<file path="config.mk">
export PLATFORM = sky130hd
export DESIGN_NAME = wjce_mix
export DESIGN_NICKNAME = d
export VERILOG_FILES = /design/src/rtl/wjce_pkg.sv /design/src/rtl/wjce_mix.sv
export SDC_FILE = /design/constraint.sdc
export NUM_CORES = 2
export LEC_CHECK = 0
export BUFFER_PORTS_ARGS = -buffer_cell sky130_fd_sc_hd__buf_2
export CAP_MARGIN = 20
export CORE_ASPECT_RATIO = 1.75
export CORE_MARGIN = 3
export CORE_UTILIZATION = 55
export CTS_CLUSTER_SIZE = 20
export DETAILED_ROUTE_END_ITERATION = 7
export PLACE_DENSITY = 0.72
export SKIP_LAST_GASP = 1
export SYNTH_ARGS = -nofsm -noshare
export SYNTH_HDL_FRONTEND = slang
export SYNTH_SLANG_ARGS = --single-unit
</file>
<file path="constraint.sdc">
create_clock -name clk_i -period 14.6 [get_ports clk_i]
set_input_delay 2.92 -clock clk_i [delete_from_list [all_inputs] [get_ports clk_i]]
set_output_delay 2.92 -clock clk_i [all_outputs]
set_load 0.01 [all_outputs]
</file>
<file path="src/rtl/wjce_pkg.sv">
package wjce_pkg;

  localparam int unsigned HerdSize   = 256;
  localparam int unsigned MaxHistory = 8;
  localparam int unsigned WalkerW    = $clog2(HerdSize);
  localparam int unsigned SlotW      = $clog2(MaxHistory);
  localparam int unsigned CountW     = $clog2(MaxHistory + 1);
  localparam int unsigned AddrW      = WalkerW + SlotW;
  localparam int unsigned HistDepth  = HerdSize * MaxHistory;

  localparam logic [63:0] Golden   = 64'h9E3779B97F4A7C15;
  localparam logic [63:0] MultA    = 64'hBF58476D1CE4E5B9;
  localparam logic [63:0] MultB    = 64'h94D049BB133111EB;
  localparam logic [63:0] SaltJump = 64'hD1B54A32D192ED03;
  localparam logic [63:0] SaltEsc  = 64'h2545F4914F6CDD1D;

  localparam logic [1:0] RegFold  = 2'd0;
  localparam logic [1:0] RegJump  = 2'd1;
  localparam logic [1:0] RegDepth = 2'd2;
  localparam logic [1:0] RegDp    = 2'd3;

  // Requests to the shared mixer.
  typedef struct packed {
    logic        start;
    logic [63:0] z;
  } mix_req_t;

  typedef struct packed {
    logic        done;
    logic [63:0] y;
  } mix_rsp_t;

  typedef enum logic [4:0] {
    S_CLEAR,
    S_IDLE,
    S_MIX_A,
    S_MIX_B,
    S_MIX_W0,
    S_MIX_W1,
    S_MIX_W2,
    S_MIX_W3,
    S_DECIDE,
    S_RD,
    S_RD_WAIT,
    S_CMP,
    S_ESC,
    S_BUMP,
    S_SHIFT_RD,
    S_SHIFT_WAIT,
    S_SHIFT_WR,
    S_APPEND,
    S_OUT
  } state_e;

endpackage

</file>
<file path="src/rtl/wjce_mix.sv">
// Splitmix finaliser over several cycles: each 64x64 product is split into
// three 32x32 partial products, one per cycle.
module wjce_mix
  import wjce_pkg::*;
(
  input  logic     clk_i,
  input  logic     rst_ni,
  input  mix_req_t req_i,
  output mix_rsp_t rsp_o
);

  logic [63:0] val_q, val_d;
  logic [63:0] acc_q, acc_d;
  logic [1:0]  part_q, part_d;
  logic        round_q, round_d;
  logic        busy_q, busy_d;
  logic        done_q, done_d;
  logic [63:0] mult;
  logic [31:0] pa, pb;
  logic [63:0] prod;
  logic [63:0] term;

  assign mult = round_q ? MultB : MultA;

  always_comb begin
    pa = val_q[31:0];
    pb = mult[31:0];
    case (part_q)
      2'd0: begin pa = val_q[31:0];  pb = mult[31:0];  end
      2'd1: begin pa = val_q[63:32]; pb = mult[31:0];  end
      2'd2: begin pa = val_q[31:0];  pb = mult[63:32]; end
      default: begin pa = val_q[31:0]; pb = mult[31:0]; end
    endcase
    prod = {32'd0, pa} * {32'd0, pb};
    term = (part_q == 2'd0) ? prod : {prod[31:0], 32'd0};
  end

  always_comb begin
    val_d   = val_q;
    acc_d   = acc_q;
    part_d  = part_q;
    round_d = round_q;
    busy_d  = busy_q;
    done_d  = 1'b0;
    if (req_i.start) begin
      val_d   = (req_i.z + Golden) ^ ((req_i.z + Golden) >> 30);
      acc_d   = '0;
      part_d  = 2'd0;
      round_d = 1'b0;
      busy_d  = 1'b1;
    end else if (busy_q) begin
      // Advance one partial product.
      if (part_q == 2'd2) begin
        if (!round_q) begin
          val_d   = (acc_q + term) ^ ((acc_q + term) >> 27);
          acc_d   = '0;
          part_d  = 2'd0;
          round_d = 1'b1;
        end else begin
          acc_d  = (acc_q + term) ^ ((acc_q + term) >> 31);
          busy_d = 1'b0;
          done_d = 1'b1;
        end
      end else begin
        acc_d  = acc_q + term;
        part_d = part_q + 2'd1;
      end
    end
  end

  always_ff @(posedge clk_i or negedge rst_ni) begin
    if (!rst_ni) begin
      busy_q  <= 1'b0;
      done_q  <= 1'b0;
      part_q  <= 2'd0;
      round_q <= 1'b0;
    end else begin
      busy_q  <= busy_d;
      done_q  <= done_d;
      part_q  <= part_d;
      round_q <= round_d;
    end
  end

  always_ff @(posedge clk_i) begin
    val_q <= val_d;
    acc_q <= acc_d;
  end

  assign rsp_o.done = done_q;
  assign rsp_o.y    = acc_q;

endmodule

</file>
Word-level counts from Yosys, hierarchy flattened
Index checks and enable logic that the tools add are counted.
- register bits after elaboration: 133
- latch bits: 0
- memory bits (writable): 0
- ROM bits: 0
- bits of input ports: 67
- output and inout port bits: 65
- word-level logic and storage cells: 48
- memories kept: 0
- add/subtract/negate cells: 3
- multipliers: 1
- div/mod/pow operators: 0
- $lt $le $gt $ge: 0
- equality and inequality tests: 4
- shift-type cells: 0
- muxes and demuxes: 25
- bitwise gates (word level): 3
- reduce and logical (&&, ||, !) cells: 6
- operators with widths (kind ; number):
    $mux W64 ; 7
    $add A64 B64 Y64 ; 1
    $add A64 B64 Y64 const B ; 1
    $mul A32 B32 Y64 ; 1
    $mux W32 ; 2
    $xor A64 B33 Y64 ; 1
    $xor A64 B34 Y64 ; 1
    $xor A64 B37 Y64 ; 1
    $mux W62 ; 1
    $mux W1 ; 11
    $mux W2 ; 4
    $reduce_and A2 Y1 ; 2
    $reduce_bool A2 Y1 ; 2
    $ne A3 B3 Y1 const B ; 1
    $reduce_and A3 Y1 ; 1
    $add A2 B1 Y2 const B ; 1
    $eq A2 B1 Y1 const B ; 1
    $eq A2 B2 Y1 const B ; 1
    $logic_not A2 Y1 ; 1
    $ne A2 B2 Y1 const B ; 1

Depth between registers and ports, before layout
- word-level depth: 10
- gate-level depth with buffers: 48
- gate-level depth less buffers: 45

Worst setup path after synthesis
Ideal clock, no wire load.
- path kind: flip-flop to flip-flop
- from: register part_q[0]
- to: register val_q[36] (data pin)
- setup time: 0.260 ns
- data arrival time: 11.265 ns
- data required time: 14.340 ns
- setup slack: 3.075 ns
- stages on the path, launching flop included: 48
- path buffers: 4
- clock period less this slack: 11.525 ns
- cells stage by stage: dfrtp_1 nor2b_1 clkbuf_1 clkbuf_1 buf_1 mux2i_1 inv_1 nand2_1 nor2_1 fa_1 inv_1 fa_1 inv_1 fa_1 inv_1 fa_1 inv_1 fa_1 [... 12 more ...] o221a_2 and3_1 a21oi_1 a21oi_1 xor2_1 o21ai_0 ha_1 a21o_1 a21o_1 a21oi_1 o21a_1 o21ai_0 o21a_1 or2_2 o211ai_1 a2111oi_0 nor4_1 nand2_1
- cells in the longest elaborated chain, start to end: 10
- elaborated cells between the ends (all ways): 13
- those cells by class: add/sub (1); mul (1); eq/ne (2); mux (7); bitwise (1); reduce/logical (1)
- ends and longest elaborated chain (what ; RTL line ; text):
    start, declared ; wjce_mix.sv:14 ; logic [1:0] part_q, part_d;
    start signal, assigned ; wjce_mix.sv:80 ; part_q <= part_d;
    $eq A2 B1 Y1 / $eq A2 B2 Y1 (equally long branches) ; wjce_mix.sv:28 ; case (part_q)
    $mux W32 ; wjce_mix.sv:28 ;
    $mul A32 B32 Y64 ; wjce_mix.sv:34 ; prod = {32'd0, pa} * {32'd0, pb};
    $mux W64 (*) ; wjce_mix.sv:35 ; term = (part_q == 2'd0) ? prod : {prod[31:0], 32'd0};
    $add A64 B64 Y64 (*) ; wjce_mix.sv:55 ; val_d = (acc_q + term) ^ ((acc_q + term) >> 27);
    $xor A64 B37 Y64 (*) ; wjce_mix.sv:55 ;
    $mux W64 (*) ; wjce_mix.sv:54 ; if (!round_q) begin
    $mux W64 (*) ; wjce_mix.sv:53 ; if (part_q == 2'd2) begin
    $mux W64 (*) ; wjce_mix.sv:51 ; end else if (busy_q) begin
    $mux W64 (*) ; wjce_mix.sv:45 ; if (req_i.start) begin
    net val_d[36] ; wjce_mix.sv:12 ; logic [63:0] val_q, val_d;
    end signal, assigned ; wjce_mix.sv:86 ; val_q <= val_d;
    end, declared ; wjce_mix.sv:12 ;
Mark *: on every way through the listed nets, which the timed path passes. The rest lies on a longest branch. The select of a mux whose other input is x is not followed.
A chain may end at the register's enable or synchronous reset.

Worst setup path after layout
- from: register part_q[0]
- to: register val_q[34] (data pin)
The elaborated chain is that of the path after synthesis.

==> flow_metrics.env <==
export IMPL_synth_yosys_seq_area_share_pct=8.09
export IMPL_synth_seq_cells=133
export IMPL_skew_ns=0.0296
export IMPL_drt_iter0_drc=3341
export IMPL_cpMostUsedCell="fa_1"
export IMPL_startpoint_type="flop"
export IMPL_syn_avg_cell_area_um2=8.99
export IMPL_synth_nets=5866
export IMPL_antenna_found_initial=9
export IMPL_drc=0
export IMPL_io_buffers=131
export IMPL_path_clk_slew_ns=0.07
export IMPL_overflow=0
export IMPL_hold_class="flop to flop"
export IMPL_hold_depth=2
export IMPL_finalSetupViolCount=0
export IMPL_min_to="acc_q[14]"
export IMPL_reg2reg_depth=36
export IMPL_cts_sinks=133
export IMPL_cts_setup_buffers=0
export IMPL_core_area_um2=74000
export IMPL_reg2reg_from="part_q[0]"
export IMPL_die_h_um=368
export IMPL_worstMarginPinSlew_ns=1.25
export IMPL_arrival_ns=14.42
export IMPL_async_flop_share_pct=3.76
export IMPL_worstSkewPairLatency_ns=0.51
export IMPL_drv_cap=0
export IMPL_grt_setup_unrepaired="no"
export IMPL_io_pins=132
export IMPL_outcome="finished, final reports clean"
export IMPL_firstDrtPassIters=6
export IMPL_fin_tns_setup_ns=0
export IMPL_mappedNetlistArea_um2=41100
export IMPL_worstPathRequired_ns=14.81
export IMPL_slew_viol_final=0
export IMPL_crit_fanout=22
export IMPL_hold_start="acc_q[14]"
export IMPL_cts_max_level=4
export IMPL_r2r_end="val_q[34]"
export IMPL_grt_max_degree=111
export IMPL_postCtsHoldBufs=0
export IMPL_gp_congestion=1.08
export IMPL_clock_fmax_mhz=70.4
export IMPL_cts_tree="done"
export IMPL_root_buffer="clkbuf_16"
export IMPL_drive_gt1_share_pct=7.13
export IMPL_hold_viol_final=0
export IMPL_slew_headroom_pct=16.2
export IMPL_min_period_ns=14.21
export IMPL_max_stage_delay_ns=0.92
export IMPL_cts_buffers=25
export IMPL_ys_types=95
export IMPL_synthTopCellsByArea="fa_1 39%, ha_1 13%, inv_1 9.3%"
export IMPL_vias=34500
export IMPL_synth_most_common_cell="inv_1"
export IMPL_fin_crit_sh_pct=97.3
export IMPL_totalWireLength_mm=178
export IMPL_post_dp_hpwl_mm=150
export IMPL_grt_pass1_vias=37100
export IMPL_crit_slowest_cell="fa_1"
export IMPL_yosys_area_top_type="fa_1"
export IMPL_dpl_cell_count=5560
export IMPL_nFillCells=6765
export IMPL_ys_flop_type="edfxtp_1"
export IMPL_cts_buffer_depth=3
export IMPL_die_w_um=213
export IMPL_grt_pass1_wl_mm=255
export IMPL_avgViaCountPerCell=6.16
export IMPL_cp_end_kind="flop"
export IMPL_synthCells=4577
export IMPL_synth_commonest_cells="1,017 x inv_1, 798 x fa_1, 424 x ha_1"
export IMPL_reg2reg_slack_ns=0.39
export IMPL_final_cells=5600
export IMPL_final_nets=5942
export IMPL_yosys_area_top_type_share_pct=38.8
export IMPL_synth_edf_count=64
export IMPL_yosys_warnings=0
export IMPL_post_drt_wl_per_cell_um=31.9
export IMPL_area_growth_pct=6.25
export IMPL_path_class="flop to flop"
export IMPL_initial_utilization_pct=55.6
export IMPL_dieArea_um2=78200
export IMPL_postRouteAntennaNets=0
export IMPL_grt_usage_pct=46.6
export IMPL_placementRows=132
export IMPL_post_cts_resized=0
-- kinds of logic (layout without fill, tap and decap cells) --
kind of cell | Yosys count | after routing | share of synthesized area [%]
multiplexers | 72 | 72 | 1.93
flip-flops | 133 | 133 | 8.09
XOR/XNOR | 272 | 272 | 5.88
AND/OR/NAND/NOR | 1006 | 1006 | 10.8
other | 0 | 3 | 0
buffers and inverters | 1184 | 1266 | 10.9
adder cells (fa/ha/maj) | 1222 | 1222 | 51.7
AO/OA/AOI/OAI | 688 | 688 | 10.7
-- stage by stage --
step           hold WS, ns  setup WS, ns  instance area (µm²)  util, %
2_1_floorplan        0.488          3.08                41100        -
3_3_place_gp         0.474          1.08                43000     58.1
3_5_place_dp         0.479         0.861                43000     58.1
4_1_cts              0.491         0.794                43600     59.0
5_1_grt              0.510        0.0320                43700     59.0
6_report             0.487         0.393                43700     59.1
-- cell usage in the layout, fill, tap and decap left out, types with 9 or more instances in the layout --
master     count
or3_1         12
o211ai_1       9
mux2_2        37
nand3_1       45
a211oi_1      12
a31oi_1       17
o22ai_1        9
nor2_1       333
and2_1        42
edfxtp_1      64
mux2i_1       33
a21o_1        64
nand2b_1      15
inv_1       1017
dfxtp_1       64
fa_1         798
a21boi_0      10
buf_4         75
o21bai_1      37
nor2b_1       16
nand2_1      377
nor4_1        11
clkbuf_16     25
o21a_1        13
buf_2        131
o21ai_0      173
a21oi_1      214
nor3_1        49
and3_1        33
ha_1         424
nand4_1       32
o2111ai_1      9
or2_2         13
xor2_1       102
a22o_1        23
xnor2_1      165
clkinv_1      10
-- metal layers --
| layer | vias to the layer above | track usage, % | share of wire (%) |
|---|---|---|---|
| met5 | - | 0 | 0.024 |
| met4 | 6 | 47.7 | 14 |
| met3 | 809 | 13.6 | 9.8 |
| met2 | 2214 | 73.0 | 46 |
| met1 | 16900 | 48.1 | 31 |
| li1 | 14600 | - | - |
-- sequential cells by signal, summed over array words and instances (netlist names) --
register / flops
busy_q: 1
acc_q: 64
part_q: 2
done_q: 1
round_q: 1
val_q: 64
-- critical path: cells and delay by family, from the launching register on --
kind                     cells  cell delay (ns)
AND/OR/NAND/NOR              9             3.17
buffers and inverters        4             1.03
adder cells (fa/ha/maj)     10             5.48
XOR/XNOR                     2             0.30
flip-flops                   1             0.51
AO/OA/AOI/OAI               10             3.03
multiplexers                 1             0.36
-- how the worst max path moves through the flow --
stage | startpoint | slack [ns] | endpoint
floorplan | part_q[0] | 3.08 | val_q[36]
global placement | part_q[0] | 1.08 | val_q[34]
detailed placement | part_q[0] | 0.86 | val_q[34]
CTS | part_q[0] | 0.79 | val_q[34]
global route | part_q[0] | 0.03 | val_q[34]
finish | part_q[0] | 0.39 | val_q[34]
-- cell type report --
class | count | area (µm²) | area share (%)
clock buffers | 26 | 629 | 1.44
repair buffers | 208 | 1260 | 2.88
diodes | 3 | 7.51 | 0.0172
inverters | 1025 | 3850 | 8.81
multi-input cells | 3260 | 33400 | 76.4
well taps | 938 | 1170 | 2.69
flip-flops and latches | 133 | 3330 | 7.62
clock inverters | 7 | 57.6 | 0.132
Power is not shown: default switching activity piles up to over one toggle a cycle in this logic, so the estimate is an artifact.
